<file path="src/rtl/core/rfe_pkg.sv">
package rfe_pkg;

   localparam int FRAME_BYTES = 7;
   localparam int BYTE_IDX_W  = $clog2(FRAME_BYTES);
   localparam int PAY_BYTES   = 2 * FRAME_BYTES;
   localparam int PAY_IDX_W   = $clog2(PAY_BYTES);
   localparam logic [PAY_IDX_W-1:0] PAY_LAST = PAY_IDX_W'(PAY_BYTES - 1);

   localparam logic [7:0] KEY_RESET     = 8'ha0;
   localparam logic [7:0] PREAMBLE_BYTE = 8'hf0;
   localparam logic [7:0] SYNC_BYTE     = 8'hfe;
   localparam logic [3:0] NIBBLE_MASK   = 4'hf;
   localparam logic [5:0] MAX_PREAMBLE  = 6'd49;

   localparam logic [1:0] KIND_PREAMBLE = 2'd0;
   localparam logic [1:0] KIND_SYNC     = 2'd1;
   localparam logic [1:0] KIND_PAYLOAD  = 2'd2;

   typedef logic [FRAME_BYTES-1:0][7:0] frame_type;

   typedef struct packed {
      frame_type  frame;
      logic [5:0] preamble;
   } frame_entry_type;

   typedef struct packed {
      logic            valid;
      frame_entry_type entry;
   } entry_xfer_type;

   function automatic logic [7:0] manchester_nibble(input logic [3:0] nib);
      logic [7:0] r;
      r = 8'h00;
      for (int b = 0; b < 4; b++) begin
         r[2*b +: 2] = nib[b] ? 2'b01 : 2'b10;
      end
      return r;
   endfunction

   function automatic logic [7:0] frame_byte(input frame_type fr,
                                             input logic [BYTE_IDX_W-1:0] idx);
      logic [7:0] r;
      r = 8'h00;
      for (int i = 0; i < FRAME_BYTES; i++) begin
         if (idx == BYTE_IDX_W'(i)) begin
            r = fr[i];
         end
      end
      return r;
   endfunction

endpackage

</file>
<file path="src/rtl/core/rfe_front.sv">
module rfe_front (
   input  logic                    clock,
   input  logic                    reset,
   input  logic                    csr_write_enable,
   input  logic [7:0]              csr_write_data,
   input  logic                    req_valid,
   output logic                    req_stall,
   input  logic [3:0]              req_command_code,
   input  logic [15:0]             req_rolling_code,
   input  logic [23:0]             req_remote_address,
   input  logic [5:0]              req_preamble_count,
   output rfe_pkg::entry_xfer_type q_push,
   input  logic                    q_stall
);
   import rfe_pkg::*;

   logic [7:0]      key_ff;
   logic            valid_ff, valid_in;
   frame_entry_type entry_ff, entry_in;
   logic            accept;
   logic [3:0]      cks;
   frame_type       fr;

   assign req_stall = valid_ff && q_stall;
   assign accept    = req_valid && !req_stall;

   // build the frame: checksum over all nibbles, then chain each byte onto the previous
   always_comb begin
      fr[0] = key_ff;
      fr[1] = {req_command_code, 4'h0};
      fr[2] = req_rolling_code[15:8];
      fr[3] = req_rolling_code[7:0];
      fr[4] = req_remote_address[23:16];
      fr[5] = req_remote_address[15:8];
      fr[6] = req_remote_address[7:0];
      cks = 4'h0;
      for (int i = 0; i < FRAME_BYTES; i++) begin
         cks = cks ^ (fr[i][3:0] & NIBBLE_MASK) ^ (fr[i][7:4] & NIBBLE_MASK);
      end
      fr[1][3:0] = cks;
      for (int i = 1; i < FRAME_BYTES; i++) begin
         fr[i] = fr[i] ^ fr[i-1];
      end
      entry_in.frame    = fr;
      entry_in.preamble = (req_preamble_count > MAX_PREAMBLE) ? MAX_PREAMBLE
                                                              : req_preamble_count;
   end

   assign valid_in = req_stall ? valid_ff : req_valid;

   always_ff @(posedge clock) begin
      if (reset) begin
         key_ff   <= KEY_RESET;
         valid_ff <= 1'b0;
      end else begin
         valid_ff <= valid_in;
         if (csr_write_enable) begin
            key_ff <= csr_write_data;
         end
      end
      if (accept) begin
         entry_ff <= entry_in;
      end
   end

   assign q_push.valid = valid_ff;
   assign q_push.entry = entry_ff;

`ifndef SYNTHESIS
   a_hold_stalled: assert property (@(posedge clock) disable iff (reset)
      valid_ff && q_stall |=> valid_ff && $stable(entry_ff))
      else $error("front entry changed while the queue stalled");
`endif

endmodule

</file>
<file path="src/rtl/core/rfe_queue.sv">
module rfe_queue (
   input  logic                    clock,
   input  logic                    reset,
   input  rfe_pkg::entry_xfer_type in_xfer,
   output logic                    in_stall,
   output rfe_pkg::entry_xfer_type out_xfer,
   input  logic                    out_stall
);
   import rfe_pkg::*;

   frame_entry_type mem_ff [2];
   logic            wr_ptr_ff, rd_ptr_ff;
   logic [1:0]      count_ff;
   logic            push, pop;

   assign in_stall = (count_ff == 2'd2);
   assign push     = in_xfer.valid && !in_stall;
   assign pop      = out_xfer.valid && !out_stall;

   assign out_xfer.valid = (count_ff != 2'd0);
   assign out_xfer.entry = mem_ff[rd_ptr_ff];

   always_ff @(posedge clock) begin
      if (reset) begin
         wr_ptr_ff <= 1'b0;
         rd_ptr_ff <= 1'b0;
         count_ff  <= 2'd0;
      end else begin
         if (push) begin
            wr_ptr_ff <= !wr_ptr_ff;
         end
         if (pop) begin
            rd_ptr_ff <= !rd_ptr_ff;
         end
         count_ff <= count_ff + {1'b0, push} - {1'b0, pop};
      end
      if (push) begin
         mem_ff[wr_ptr_ff] <= in_xfer.entry;
      end
   end

`ifndef SYNTHESIS
   a_count_bound: assert property (@(posedge clock) disable iff (reset)
      count_ff != 2'd3)
      else $error("queue count overflow");
`endif

endmodule

</file>
<file path="src/rtl/core/rfe_back.sv">
module rfe_back (
   input  logic                    clock,
   input  logic                    reset,
   input  rfe_pkg::entry_xfer_type q_pop,
   output logic                    q_stall,
   output logic                    rsp_valid,
   input  logic                    rsp_stall,
   output logic [7:0]              rsp_line_byte,
   output logic [1:0]              rsp_byte_kind,
   output logic                    rsp_is_last
);
   import rfe_pkg::*;

   typedef enum logic [1:0] {ST_IDLE, ST_PRE, ST_SYNC, ST_PAY} state_type;

   state_type                state_ff, state_in;
   frame_entry_type          entry_ff;
   logic [5:0]               pre_cnt_ff, pre_cnt_in;
   logic [PAY_IDX_W-1:0]     pay_idx_ff, pay_idx_in;
   logic                     rsp_valid_ff, rsp_valid_in;
   logic [7:0]               byte_ff, byte_in;
   logic [1:0]               kind_ff, kind_in;
   logic                     last_ff, last_in;
   logic                     advance, done, take;
   logic [7:0]               cur_byte;

   assign advance = (state_ff != ST_IDLE) && (!rsp_valid_ff || !rsp_stall);
   assign done    = advance && (state_ff == ST_PAY) && (pay_idx_ff == PAY_LAST);
   assign take    = q_pop.valid && ((state_ff == ST_IDLE) || done);
   assign q_stall = !take;

   assign cur_byte = frame_byte(entry_ff.frame, pay_idx_ff[PAY_IDX_W-1:1]);

   always_comb begin
      state_in     = state_ff;
      pre_cnt_in   = pre_cnt_ff;
      pay_idx_in   = pay_idx_ff;
      rsp_valid_in = rsp_valid_ff && rsp_stall;
      byte_in      = byte_ff;
      kind_in      = kind_ff;
      last_in      = last_ff;
      if (advance) begin
         rsp_valid_in = 1'b1;
         last_in      = 1'b0;
         case (state_ff)
            ST_PRE: begin
               byte_in    = PREAMBLE_BYTE;
               kind_in    = KIND_PREAMBLE;
               pre_cnt_in = pre_cnt_ff - 6'd1;
               if (pre_cnt_ff == 6'd1) begin
                  state_in = ST_SYNC;
               end
            end
            ST_SYNC: begin
               byte_in    = SYNC_BYTE;
               kind_in    = KIND_SYNC;
               pay_idx_in = '0;
               state_in   = ST_PAY;
            end
            ST_PAY: begin
               byte_in    = pay_idx_ff[0] ? manchester_nibble(cur_byte[3:0])
                                          : manchester_nibble(cur_byte[7:4]);
               kind_in    = KIND_PAYLOAD;
               last_in    = (pay_idx_ff == PAY_LAST);
               pay_idx_in = pay_idx_ff + PAY_IDX_W'(1);
               if (pay_idx_ff == PAY_LAST) begin
                  state_in = ST_IDLE;
               end
            end
            default: begin
               state_in = ST_IDLE;
            end
         endcase
      end
      if (take) begin
         pre_cnt_in = q_pop.entry.preamble;
         state_in   = (q_pop.entry.preamble == 6'd0) ? ST_SYNC : ST_PRE;
      end
   end

   always_ff @(posedge clock) begin
      if (reset) begin
         state_ff     <= ST_IDLE;
         rsp_valid_ff <= 1'b0;
         pre_cnt_ff   <= 6'd0;
         pay_idx_ff   <= '0;
      end else begin
         state_ff     <= state_in;
         rsp_valid_ff <= rsp_valid_in;
         pre_cnt_ff   <= pre_cnt_in;
         pay_idx_ff   <= pay_idx_in;
      end
      byte_ff <= byte_in;
      kind_ff <= kind_in;
      last_ff <= last_in;
      if (take) begin
         entry_ff <= q_pop.entry;
      end
   end

   assign rsp_valid     = rsp_valid_ff;
   assign rsp_line_byte = byte_ff;
   assign rsp_byte_kind = kind_ff;
   assign rsp_is_last   = last_ff;

`ifndef SYNTHESIS
   a_last_is_payload: assert property (@(posedge clock) disable iff (reset)
      rsp_valid_ff && last_ff |-> kind_ff == KIND_PAYLOAD)
      else $error("last flag on a non-payload byte");
   a_sync_after_preamble: assert property (@(posedge clock) disable iff (reset)
      state_ff == ST_SYNC |-> pre_cnt_ff == 6'd0)
      else $error("sync reached with preamble bytes left");
   a_take_starts_frame: assert property (@(posedge clock) disable iff (reset)
      take |=> (state_ff == ST_PRE || state_ff == ST_SYNC))
      else $error("frame load did not start a preamble or sync");
`endif

endmodule

</file>
<file path="src/rtl/core/rts_remote_frame_encoder_core.sv">
// Rolling-code remote frame encoder.
//
// Request channel (req_*): one transaction carries a command, a rolling code,
// a remote address and a preamble count (clamped to 49). The key byte comes
// from the csr_* port, reset value 0xa0; write it only while the block idles.
// Result channel (rsp_*): one transaction per on-air byte: preamble_count
// bytes 0xf0, one sync byte 0xfe, then 14 Manchester bytes, the last flagged.
// The back-end sequencer emits one line byte per cycle while the receiver
// does not stall. The front end builds the frame in the cycle it accepts
// a request and parks it in a two-entry queue, so the next frame starts
// the cycle after the previous last byte. The first result passes through
// the front register, the queue, the sequencer state and the output register.
// Reset empties the front register, the queue and the sequencer and restores
// the key byte. When the receiver stalls, the output register holds its byte
// and the sequencer waits; the front keeps accepting until the queue fills.
module rts_remote_frame_encoder_core (
   input  logic        clock,
   input  logic        reset,
   input  logic        csr_write_enable,
   input  logic [7:0]  csr_write_data,
   input  logic        req_valid,
   output logic        req_stall,
   input  logic [3:0]  req_command_code,
   input  logic [15:0] req_rolling_code,
   input  logic [23:0] req_remote_address,
   input  logic [5:0]  req_preamble_count,
   output logic        rsp_valid,
   input  logic        rsp_stall,
   output logic [7:0]  rsp_line_byte,
   output logic [1:0]  rsp_byte_kind,
   output logic        rsp_is_last
);
   import rfe_pkg::*;

   entry_xfer_type push_xfer, pop_xfer;
   logic           push_stall, pop_stall;

   // build frames from requests
   rfe_front u_front (
      .clock              (clock),
      .reset              (reset),
      .csr_write_enable   (csr_write_enable),
      .csr_write_data     (csr_write_data),
      .req_valid          (req_valid),
      .req_stall          (req_stall),
      .req_command_code   (req_command_code),
      .req_rolling_code   (req_rolling_code),
      .req_remote_address (req_remote_address),
      .req_preamble_count (req_preamble_count),
      .q_push             (push_xfer),
      .q_stall            (push_stall)
   );

   // decouple front and back
   rfe_queue u_queue (
      .clock     (clock),
      .reset     (reset),
      .in_xfer   (push_xfer),
      .in_stall  (push_stall),
      .out_xfer  (pop_xfer),
      .out_stall (pop_stall)
   );

   // sequence preamble, sync and Manchester payload
   rfe_back u_back (
      .clock         (clock),
      .reset         (reset),
      .q_pop         (pop_xfer),
      .q_stall       (pop_stall),
      .rsp_valid     (rsp_valid),
      .rsp_stall     (rsp_stall),
      .rsp_line_byte (rsp_line_byte),
      .rsp_byte_kind (rsp_byte_kind),
      .rsp_is_last   (rsp_is_last)
   );

endmodule
</file>
<file path="config.mk">
export PLATFORM = sky130hd
export DESIGN_NAME = rts_remote_frame_encoder_core
export DESIGN_NICKNAME = d
export VERILOG_FILES = /design/src/rtl/core/rfe_pkg.sv /design/src/rtl/core/rfe_front.sv /design/src/rtl/core/rfe_queue.sv /design/src/rtl/core/rfe_back.sv /design/src/rtl/core/rts_remote_frame_encoder_core.sv
export SDC_FILE = /design/constraint.sdc
export NUM_CORES = 1
export LEC_CHECK = 0
export BUFFER_PORTS_ARGS = -buffer_cell sky130_fd_sc_hd__buf_2
export CAP_MARGIN = 40
export CORE_ASPECT_RATIO = 2
export CORE_UTILIZATION = 31
export DETAILED_ROUTE_END_ITERATION = 10
export GPL_TIMING_DRIVEN = 1
export PLACE_DENSITY = 0.48
export SLEW_MARGIN = 0
export SYNTH_ARGS = -nofsm -noshare
export SYNTH_HDL_FRONTEND = slang
export SYNTH_SLANG_ARGS = --single-unit
</file>
<file path="constraint.sdc">
create_clock -name clock -period 12.1 [get_ports clock]
set_input_delay 3.025 -clock clock [delete_from_list [all_inputs] [get_ports clock]]
set_output_delay 3.025 -clock clock [all_outputs]
set_load 0.005 [all_outputs]
</file>
* After elaboration in Yosys (flattened, before gate mapping) *
Memories as Yosys holds them, arrays and structs flattened. A register that Yosys moved wholly into a read port is not among the register bits.
Cells that the tools add are included.
Widths: inputs -> output; s select.

word-level totals
  register bits = 155
  memory bits (writable) = 124
  output and inout bits = 13
  memories = 1

memories
  name            depth  bits a word  rd ports  clocked after memory_dff  wr ports  RTL line         RTL
  u_queue.mem_ff  2      62           1         1                         1         rfe_queue.sv:11  frame_entry_type mem_ff [2];

operators by class
  add/sub/neg operators = 4
  magnitude comparators = 1
  equal/unequal tests = 14
  multiplexer cells = 33
  bitwise operators = 18
  reduce and logical (&&, ||, !) cells = 30

operators by type and width
  cell                 count
  $mux 8               8
  $xor 4x4->4          12
  $xor 8x8->8          6
  $mux 2               13
  $pmux 8 s3           1
  $mux 6               3
  $pmux 2 s3           2
  $reduce_bool 2->1    5
  $eq 3x3->1 const B   3
  $logic_and 1x1->1    9
  $pmux 4 s2           1
  $eq 2x2->1 const B   3
  $eq 3x2->1 const B   2
  $eq 6x1->1 const B   1
  $gt 6x6->1 const B   1
  $logic_not 1->1      6
  $logic_not 6->1      1
  $reduce_and 2->1     3
  $sub 6x1->6 const B  1
  $mux 1               5
  $add 4x1->4 const B  1
  $eq 4x4->1 const B   1
  $eq 3x1->1 const B   1
  $logic_not 3->1      1
  other kinds (9)      10

* Logic depth before layout (Yosys ltp) *
Gate-level depths: netlist of the first run.

  word-level depth = 18
  mapped depth = 15
  gate-level depth less buffers = 12

* Modules after synthesis *
From an unflattened synthesis of the first run, not the netlist that was laid out.

second synthesis, totals
  cells, all modules = 661
  area, all modules = 11198.2 um^2

modules (own cells, without submodules)
  module     times used  cells each  area an instance (um^2)  sequential area each (um^2)
  rfe_queue  1           221         4729.5                   3823.7
  rfe_back   1           252         3389.5                   2272.2
  rfe_front  1           188         3079.2                   2042.0

* Worst setup path after synthesis of the first run *
Ideal clock, no wire load.

  kind = input -> register
  from = input port req_valid
  to = register u_front.entry_ff (netlist bit u_front.q_push[0]) (enable)
  arrival time = 5.754 ns
  required time = 11.610 ns
  slack = 5.856 ns
  stages on the path = 1
  buffers on the path = 0
  cell sequence = nor2b_1

on the way
  cells in the longest elaborated chain, start to end = 1

RTL lines
  item                  RTL line                             RTL
  from (decl)           rts_remote_frame_encoder_core.sv:21  input logic req_valid,
  $logic_and 1x1->1     rfe_front.sv:25                      assign accept = req_valid && !req_stall;
  to (signal assigned)  rfe_front.sv:62                      entry_ff <= entry_in;
  to (decl)             rfe_front.sv:19                      frame_entry_type entry_ff, entry_in;

Every way passes these cells.
A chain may end at the register's enable or synchronous reset.

* Worst setup path after layout of the first run *
  from = input port rsp_stall
  to = register u_queue.count_ff[1]

on the way
  cells in the longest elaborated chain, start to end = 9

RTL lines
  item                             RTL line                             RTL
  from (decl)                      rts_remote_frame_encoder_core.sv:28  input logic rsp_stall,
  $logic_not 1->1                  rfe_back.sv:27                       assign advance = (state_ff != ST_IDLE) && (!rsp_valid_ff || !rsp_stall);
  $logic_or 1x1->1                 rfe_back.sv:27
  $logic_and 1x1->1                rfe_back.sv:27
  $logic_and 1x1->1 (2 in series)  rfe_back.sv:28                       assign done = advance && (state_ff == ST_PAY) && (pay_idx_ff == PAY_LAST);
  $logic_or 1x1->1                 rfe_back.sv:29                       assign take = q_pop.valid && ((state_ff == ST_IDLE) || done);
  $logic_and 1x1->1                rfe_back.sv:29
  $logic_and 1x1->1                rfe_queue.sv:18                      assign pop = out_xfer.valid && !out_stall;
  $sub 2x1->2                      rfe_queue.sv:35                      count_ff <= count_ff + {1'b0, push} - {1'b0, pop};
  to (signal assigned)             rfe_queue.sv:35
  to (decl)                        rfe_queue.sv:13                      logic [1:0] count_ff;

Every way passes these cells.

==> metrics.cfg, run 1 <==
[power]
power_uw=2660
power_density_nw_per_um2=207
p_leak_uw=0.00450
max-vdd-ir-drop_mv=0.0987

[placement]
place_ws_ns=6.70
place_congestion=0.729
io_buffers=75
hpwl_mm=13.6
dp.cells=1126

[finish]
fillCellCount=3228
regArea_um2=8140
drive_gt1_share_pct=27.1
multiInputGateArea_um2=2820
finalNetCount=782
areaGrowthSynthToFinish_pct=15.9
instances_no_fill=1171
antenna_cells=0

[route]
num_vias=5304
first_pass_iters=4
ant_nets=0
routed_wl_mm=20.5
drtIter0Drc=313
viasPerCell=4.53
routedWlPerCell_um=17.5
remaining_drc_errors=0

[timing]
tightest_slew_ns=0.891
finalCriticalPeriod_ns=4.78
worst_slack_ns=7.32
finalHoldWorstSlack_ns=0.439
finalHoldViolations=0
setup_violations=0
slew_headroom_pct=40.6
slew_violations=0
fin_skew_ns=0.0106
fin_setup_tns_ns=0
rsz0062_at_grt=false
fin_crit_sh_pct=39.5
clock.fmax_mhz=209

[min_path]
hold_path_class=register to register

[cts]
post_cts_resized=0
cts_hold_buffers=0
cts_sinks=280
postCtsSetupBuffers=0
clock-root-buffer=clkbuf_16
cts-buffers-inserted=25
cts_htree_levels=1
clock_latency_ns=0.53
cts_buffer_depth=3
cts_tree=built
clk_pin_slew_worst_paths_ns=0.07

[critical_path]
crit_required_ns=12.49
crit_fanout=69
end_kind=register
cp-start-kind=primary input
critPathKind=primary input to register
cp.arrival_ns=5.17

[synthesis]
synth_edf_count=253
ys_seq_area_share_pct=73.4
synthArstFlopShare_pct=0
yosysTopAreaCell=edfxtp_1
yosys.area.top_type_share_pct=68.6
synth_seq_cells=280
yosys.cell_types.count=51
avgSynthCellArea_um2=17.8
netlist_top_cells_count=253 x edfxtp_1, 51 x mux2_2, 32 x nor2_1
synthTopCellsByArea=edfxtp_1 69%, mux2_2 5.2%, dfxtp_1 4.9%
synth_cells=622
post-synth-top-count-cell=edfxtp_1
synth_nets=696
synth-warning-count=0
ys.flop_type=edfxtp_1
syn_area_um2=11100

[global_routing]
grt_max_degree=70
antenna_found_initial=0
grt_use_total_pct=11.6
overflow=0
grt_pass1_wl_mm=32.1
first_global_vias=5789

[die]
die_x_um=136
fp.dieH_um=269
row_count=97
dieArea_um2=36600
start_util_pct=31.6
io_pins=76
fp.coreArea_um2=35100

[run_status]
status=completed

[run]
cap_violations=0

cell type report:
cell class              count  share of cell area [%]
clock buffers              31                    5.13
clock inverters            14                   0.828
inverters                  13                   0.380
multi-input cells         304                    21.9
flip-flops and latches    280                    63.4
well taps                 445                    4.34
repair buffers             84                    4.01
per-stage QoR:
step | util (%) | cell area (µm²)
after CTS | 36.6 | 12800
after global routing | 36.6 | 12800
after detailed placement | 34.4 | 12100
final | 36.6 | 12800
after global placement | 34.1 | 12000
after floorplan | - | 11100
power breakdown:
part	switching [µW]	internal [µW]
combinational	291	222
clock	345	411
sequential	67.0	1320
total	703	1950
kinds of logic after synthesis:
logic type | Yosys count | synth area share (%)
adders and majority gates | 11 | 1.24
muxes | 77 | 7.65
xor gates and xnor gates | 72 | 8.37
DFF | 280 | 73.4
AOI/OAI and AO/OA | 69 | 4.56
and+or+nand+nor | 75 | 3.41
buffers and inverters | 38 | 1.33
cells in the final DEF (no fill, tap or decap), types with 3 or more instances in the layout:
cell,count
o21ai_0,7
nand3_1,4
o21ai_1,6
buf_4,5
xor3_1,4
xor2_1,30
clkbuf_1,5
a22oi_1,14
mux2i_1,15
edfxtp_1,253
xnor2_2,3
a21oi_1,4
ha_1,11
o221ai_1,3
xnor2_1,22
dfxtp_1,26
nand2_1,7
clkinv_2,7
nor3_1,4
mux2_2,51
buf_2,75
xor3_2,12
a21o_1,3
a211oi_1,10
nor2_1,31
and3_1,3
inv_1,11
a211o_1,3
buf_16,3
nor2b_1,8
clkbuf_16,25
and2_1,5
mux2_1,11
path summary, 6_finish.rpt:
| path | slack, ns | from | endpoint | cells after the start |
|---|---|---|---|---|
| max reg2reg | 8.76 | u_back.pay_idx_ff[1]$_SDFFE_PP0P_ | u_queue.count_ff[1]$_SDFF_PP0_ | 13 |
| max | 7.32 | rsp_stall | u_queue.count_ff[1]$_SDFF_PP0_ | 12 |
| min | 0.44 | u_front.key_ff[2]$_SDFFE_PP0P_ | u_front.q_push[8]$_DFFE_PP_ | 0 |
| min reg2reg | 0.44 | u_front.key_ff[2]$_SDFFE_PP0P_ | u_front.q_push[8]$_DFFE_PP_ | 0 |
layer usage:
metal	track usage [%]	part of all wire (%)	up-vias
li1	-	-	2539
met5	0	0	-
met3	1.39	3.1	43
met1	11.9	37	2619
met2	22.2	57	103
met4	5.77	3.7	0
flip-flops by register name (all words and copies together), names as in the netlist, named ones only:
name	count
u_queue.rd_ptr_ff	1
u_queue.mem_ff	124
u_back.pay_idx_ff	4
u_back.rsp_line_byte	8
u_back.entry_ff	56
u_front.q_push	62
u_queue.wr_ptr_ff	1
u_back.rsp_valid	1
u_back.rsp_byte_kind	2
u_front.key_ff	8
u_back.rsp_is_last	1
u_queue.count_ff	2
u_back.pre_cnt_ff	6
u_back.state_ff	2
u_front.valid_ff	1
worst max-delay path, cell delays in order:
cell and delay [ns]:
buf_2 0.10, nand2_1 0.06, and2_1 0.13, o22ai_1 0.15
inv_2 0.08, buf_4 0.63, ha_1 0.37, inv_1 0.06
ha_1 0.15, xor2_1 0.18, xnor2_1 0.14, nor2_1 0.06
Power figures use the tool's default switching activity.
==> run 2, diff against run 1 <==
==> constraint.sdc (replaced) <==
create_clock -name clock -period 4.55 [get_ports clock]
set_input_delay 1.1375 -clock clock [delete_from_list [all_inputs] [get_ports clock]]
set_output_delay 1.1375 -clock clock [all_outputs]
set_load 0.005 [all_outputs]
==> metrics.cfg, run 2 (synthesis gave the netlist of run 1 again) <==
[placement]
dp.cells=1127
place_congestion=0.732
io_buffers=75
hpwl_mm=14.0

[global_routing]
first_global_vias=5807
grt_use_total_pct=11.7
grt_pass1_wl_mm=32.3
overflow=0
grt_max_degree=69
antenna_found_initial=0

[timing]
clock.fmax_mhz=363
slew_violations=0
fin_skew_ns=0.0128
finalCriticalPeriod_ns=2.76
fin_crit_sh_pct=60.6
setup_violations=0
rsz0062_at_grt=false
tightest_slew_ns=0.870
slew_headroom_pct=42.0
finalHoldViolations=0
fin_setup_tns_ns=0

[finish]
instances_no_fill=1171
drive_gt1_share_pct=27.8
antenna_cells=0
finish.utilization_pct=37.1
largest_reg_flops=124
fillCellCount=3182
final_cell_mix=253 x edfxtp_1, 75 x buf_2, 51 x mux2_2, 31 x nor2_1, 30 x xor2_1
final_common_cell=edfxtp_1
areaGrowthSynthToFinish_pct=17.4
largest-register=u_queue.mem_ff
finalNetCount=782

[critical_path]
r2r_start=u_back.pay_idx_ff[1]$_SDFFE_PP0P_
crit_fanout=13
cp.arrival_ns=3.15
cp-start-kind=register
ff2ff_path_depth=12
reg2reg_slack_ns=1.79
crit_top_cell=ha_1
timing.critical_path.max_delay_family=adder cells
end_kind=register
critPathBufInv=3
crit_chain=inv_2 > ha_1 > and4_1 > and2_1 > o22ai_1 > inv_2 > ha_1 > inv_1 > ha_1 > xor2_1 > xnor2_1 > nor2_1
crit_required_ns=4.94
cpMaxStageDelayCell=dfxtp_1
critPathKind=register to register
max_stage_delay_ns=0.55
r2r-end=u_queue.count_ff[1]$_SDFF_PP0_

[die]
row_count=97
fp.dieH_um=269
dieArea_um2=36600
io_pins=76
fp.coreArea_um2=35100
start_util_pct=31.6
die_x_um=136

[run]
cap_violations=0

[cts]
postCtsSetupBuffers=0
cts_sinks=280
clock_latency_ns=0.52
cts_buffer_depth=3
clock-root-buffer=clkbuf_16
cts-buffers-inserted=24
cts_htree_levels=1
cts_tree=built
post_cts_resized=0
cts_hold_buffers=0
clk_pin_slew_worst_paths_ns=0.07

[route]
first_pass_iters=4
ant_nets=0
routedWlPerCell_um=17.7
routed_wl_mm=20.8
remaining_drc_errors=0
drtIter0Drc=277
num_vias=5309
viasPerCell=4.53

[min_path]
min-delay-start=u_front.key_ff[0]$_SDFFE_PP0P_
whs_path_depth=0
min_to=u_front.q_push[6]$_DFFE_PP_
hold_path_class=register to register

[power]
power_density_nw_per_um2=574
p_leak_uw=0.00457
max-vdd-ir-drop_mv=0.262

[run_status]
status=completed

-- run 2: changes by cell type in the layout (fill, tap and decap cells not counted), sizes merged --
cell      delta
clkinv       -8
clkinvlp     +3
buf          +1
inv          -2
clkbuf       -1
bufinv       +7
-- run 2: layout make-up --
| cell class | instances | area [µm²] | area share, % |
|---|---|---|---|
| Clock buffer | 30 | 674 | 5.19 |
| Clock inverter | 14 | 280 | 2.15 |
| Inverter | 13 | 48.8 | 0.375 |
| Multi-Input combinational cell | 304 | 2820 | 21.7 |
| Sequential cell | 280 | 8140 | 62.6 |
| Tap cell | 445 | 557 | 4.28 |
| Timing Repair Buffer | 85 | 490 | 3.77 |
-- run 2: stage by stage --
stage | hold slack, ns | total power [µW] | setup slack, ns | instance area, µm²
after floorplan | 0.408 | 4680 | 0.194 | 11100
after global placement | 0.419 | 5080 | 1.61 | 12000
after detailed placement | 0.425 | 5150 | 1.59 | 12100
after CTS | 0.441 | 7590 | 1.75 | 13000
after global routing | 0.447 | 7830 | 1.49 | 13000
final | 0.442 | 7470 | 1.79 | 13000
-- run 2: worst max path at each step --
stage / from / cells past startpoint / slack (ns) / end
global route: u_back.pay_idx_ff[1]$_SDFFE_PP0P_ / 9 / 1.49 / u_back.pre_cnt_ff[1]$_SDFFE_PP0P_
finish: u_back.pay_idx_ff[1]$_SDFFE_PP0P_ / 12 / 1.79 / u_queue.count_ff[1]$_SDFF_PP0_
detailed placement: req_command_code[2] / 6 / 1.59 / u_front.q_push[24]$_DFFE_PP_
floorplan: req_valid / 1 / 0.19 / u_front.q_push[0]$_SDFFCE_PN1P_
global placement: req_command_code[2] / 6 / 1.61 / u_front.q_push[24]$_DFFE_PP_
CTS: u_back.pay_idx_ff[2]$_SDFFE_PP0P_ / 5 / 1.75 / u_back.rsp_line_byte[3]$_DFFE_PP_
-- run 2: power breakdown --
part           switching, µW  internal, µW
sequential               205          3510
clock                    910          1510
combinational            756           576
total                   1870          5600
-- run 2: routing by layer --
metal,up-vias,routed length (µm),global-route usage [%]
li1,2534,-,-
met1,2648,7580,12.1
met2,101,11900,22.8
met3,26,669,1.56
met4,0,593,4.88
met5,-,0,0
==> run 3, diff against run 2 <==
--- a/config.mk
+++ b/config.mk
@@ -11,7 +11,7 @@
 export CORE_UTILIZATION = 31
 export DETAILED_ROUTE_END_ITERATION = 10
 export GPL_TIMING_DRIVEN = 1
-export PLACE_DENSITY = 0.48
+export PLACE_DENSITY = 0.5
 export SLEW_MARGIN = 0
 export SYNTH_ARGS = -nofsm -noshare
 export SYNTH_HDL_FRONTEND = slang
==> constraint.sdc (replaced) <==
create_clock -name clock -period 2.25 [get_ports clock]
set_input_delay 0.5625 -clock clock [delete_from_list [all_inputs] [get_ports clock]]
set_output_delay 0.5625 -clock clock [all_outputs]
set_load 0.005 [all_outputs]
==> metrics.cfg, run 3 (synthesis gave the netlist of run 1 again) <==
[placement]
place_ws_ns=-0.0700
place_area_um2=12300
hpwl_mm=13.3
io_buffers=75
place_congestion=0.717

[finish]
finalNetCount=810
stdcell_area_um2=13100
multiInputGateArea_um2=2870
fillCellCount=3201
antenna_cells=0
largest_reg_flops=124
final_common_cell=edfxtp_1
final_cell_mix=253 x edfxtp_1, 75 x buf_2, 51 x mux2_2, 34 x buf_4, 31 x nor2_1
drive_gt1_share_pct=30.5
largest-register=u_queue.mem_ff
areaGrowthSynthToFinish_pct=18.0
regArea_um2=8140

[critical_path]
critPathBufInv=1
max_stage_delay_ns=0.43
cpMaxStageDelayCell=dfxtp_1
reg2reg_slack_ns=0.14
crit_chain=nor2b_1 > buf_4 > a22oi_1 > o221ai_1 > o211a_1 > or4_1
cp-start-kind=register
timing.critical_path.max_delay_family=compound AO/OA/AOI/OAI gates
end_kind=register
crit_fanout=10
critPathKind=register to register
crit_required_ns=2.51
cp.arrival_ns=2.37

[global_routing]
overflow=0
grt_use_total_pct=11.2
first_global_vias=5819
antenna_found_initial=0
grt_pass1_wl_mm=31.5
grt_max_degree=69

[cts]
cts_htree_levels=1
cts_hold_buffers=0
clock_latency_ns=0.52
clk_pin_slew_worst_paths_ns=0.07
cts_sinks=280
post_cts_resized=0
cts_tree=built
clock-root-buffer=clkbuf_16
cts_buffer_depth=3
postCtsSetupBuffers=0
cts-buffers-inserted=24

[min_path]
hold_path_class=primary input to register

[route]
viasPerCell=4.49
routed_wl_mm=20.1
routedWlPerCell_um=16.8
remaining_drc_errors=0
drtIter0Drc=221
ant_nets=0
num_vias=5374
first_pass_iters=4

[timing]
worst_slack_ns=0.136
fin_skew_ns=0.00668
setup_violations=0
clock.fmax_mhz=473
rsz0062_at_grt=false
fin_crit_sh_pct=94.0
slew_violations=0
slew_headroom_pct=56.7
tightest_slew_ns=0.650
finalHoldViolations=0
finalCriticalPeriod_ns=2.11

[power]
p_leak_uw=0.00463
max-vdd-ir-drop_mv=0.841
power_density_nw_per_um2=1100

[die]
dieArea_um2=36600
row_count=97
fp.dieH_um=269
start_util_pct=31.6
io_pins=76
fp.coreArea_um2=35100
die_x_um=136

[run_status]
status=completed

[run]
cap_violations=0

==> run 3: report_power, final <==
group | leakage, µW | switching, µW | total [µW] | internal (µW)
combinational | 0.00168 | 1610 | 2950 | 1340
clock | 0.000365 | 1780 | 3970 | 2190
sequential | 0.00258 | 382 | 7480 | 7100
total | 0.00463 | 3770 | 14400 | 10600
==> run 3: final cells by class <==
type / count / share of cell area, %
clock inverter: 13 / 0.775
inverter: 13 / 0.392
clock buffer: 30 / 5.00
multi-input combinational: 304 / 21.9
timing repair buffer: 113 / 5.43
tap: 445 / 4.26
sequential: 280 / 62.2
==> run 3: metal layers <==
| layer | global-route usage [%] | wire length [µm] | vias up | part of all wire [%] |
|---|---|---|---|---|
| li1 | - | - | 2589 | - |
| met1 | 11.9 | 7640 | 2674 | 38 |
| met2 | 21.7 | 11400 | 85 | 56 |
| met3 | 1.43 | 625 | 26 | 3.1 |
| met4 | 4.38 | 493 | 0 | 2.4 |
| met5 | 0 | 0 | - | 0 |
==> run 3: worst paths after layout <==
kind                                     start                                end  depth (start not counted)
min                      req_preamble_count[5]    u_front.q_push[5]$_SDFFCE_PN1P_                          1
min reg2reg     u_front.key_ff[1]$_SDFFE_PP0P_        u_front.q_push[7]$_DFFE_PP_                          0
max          u_back.pay_idx_ff[3]$_SDFFE_PP0P_  u_back.rsp_line_byte[6]$_DFFE_PP_                          6
max reg2reg  u_back.pay_idx_ff[3]$_SDFFE_PP0P_  u_back.rsp_line_byte[6]$_DFFE_PP_                          6
==> run 3: worst register-to-register path, stage by stage (launching register included) <==
cell,delay [ns]
dfxtp_1,0.43
nor2b_1,0.19
buf_4,0.18
a22oi_1,0.27
o221ai_1,0.19
o211a_1,0.18
or4_1,0.42
==> run 3: metrics by stage <==
step / hold slack [ns] / power, µW / utilization [%] / instances / TNS, ns
floorplan: 0.408 / 9570 / - / 622 / -0.194
global placement: 0.418 / 10500 / 35.1 / 1155 / -0.0979
detailed placement: 0.419 / 10600 / 35.1 / 1155 / -0.166
CTS: 0.203 / 14700 / 37.3 / 1198 / 0
global route: 0.221 / 15100 / 37.3 / 1198 / 0
finish: 0.232 / 14400 / 37.3 / 1198 / 0
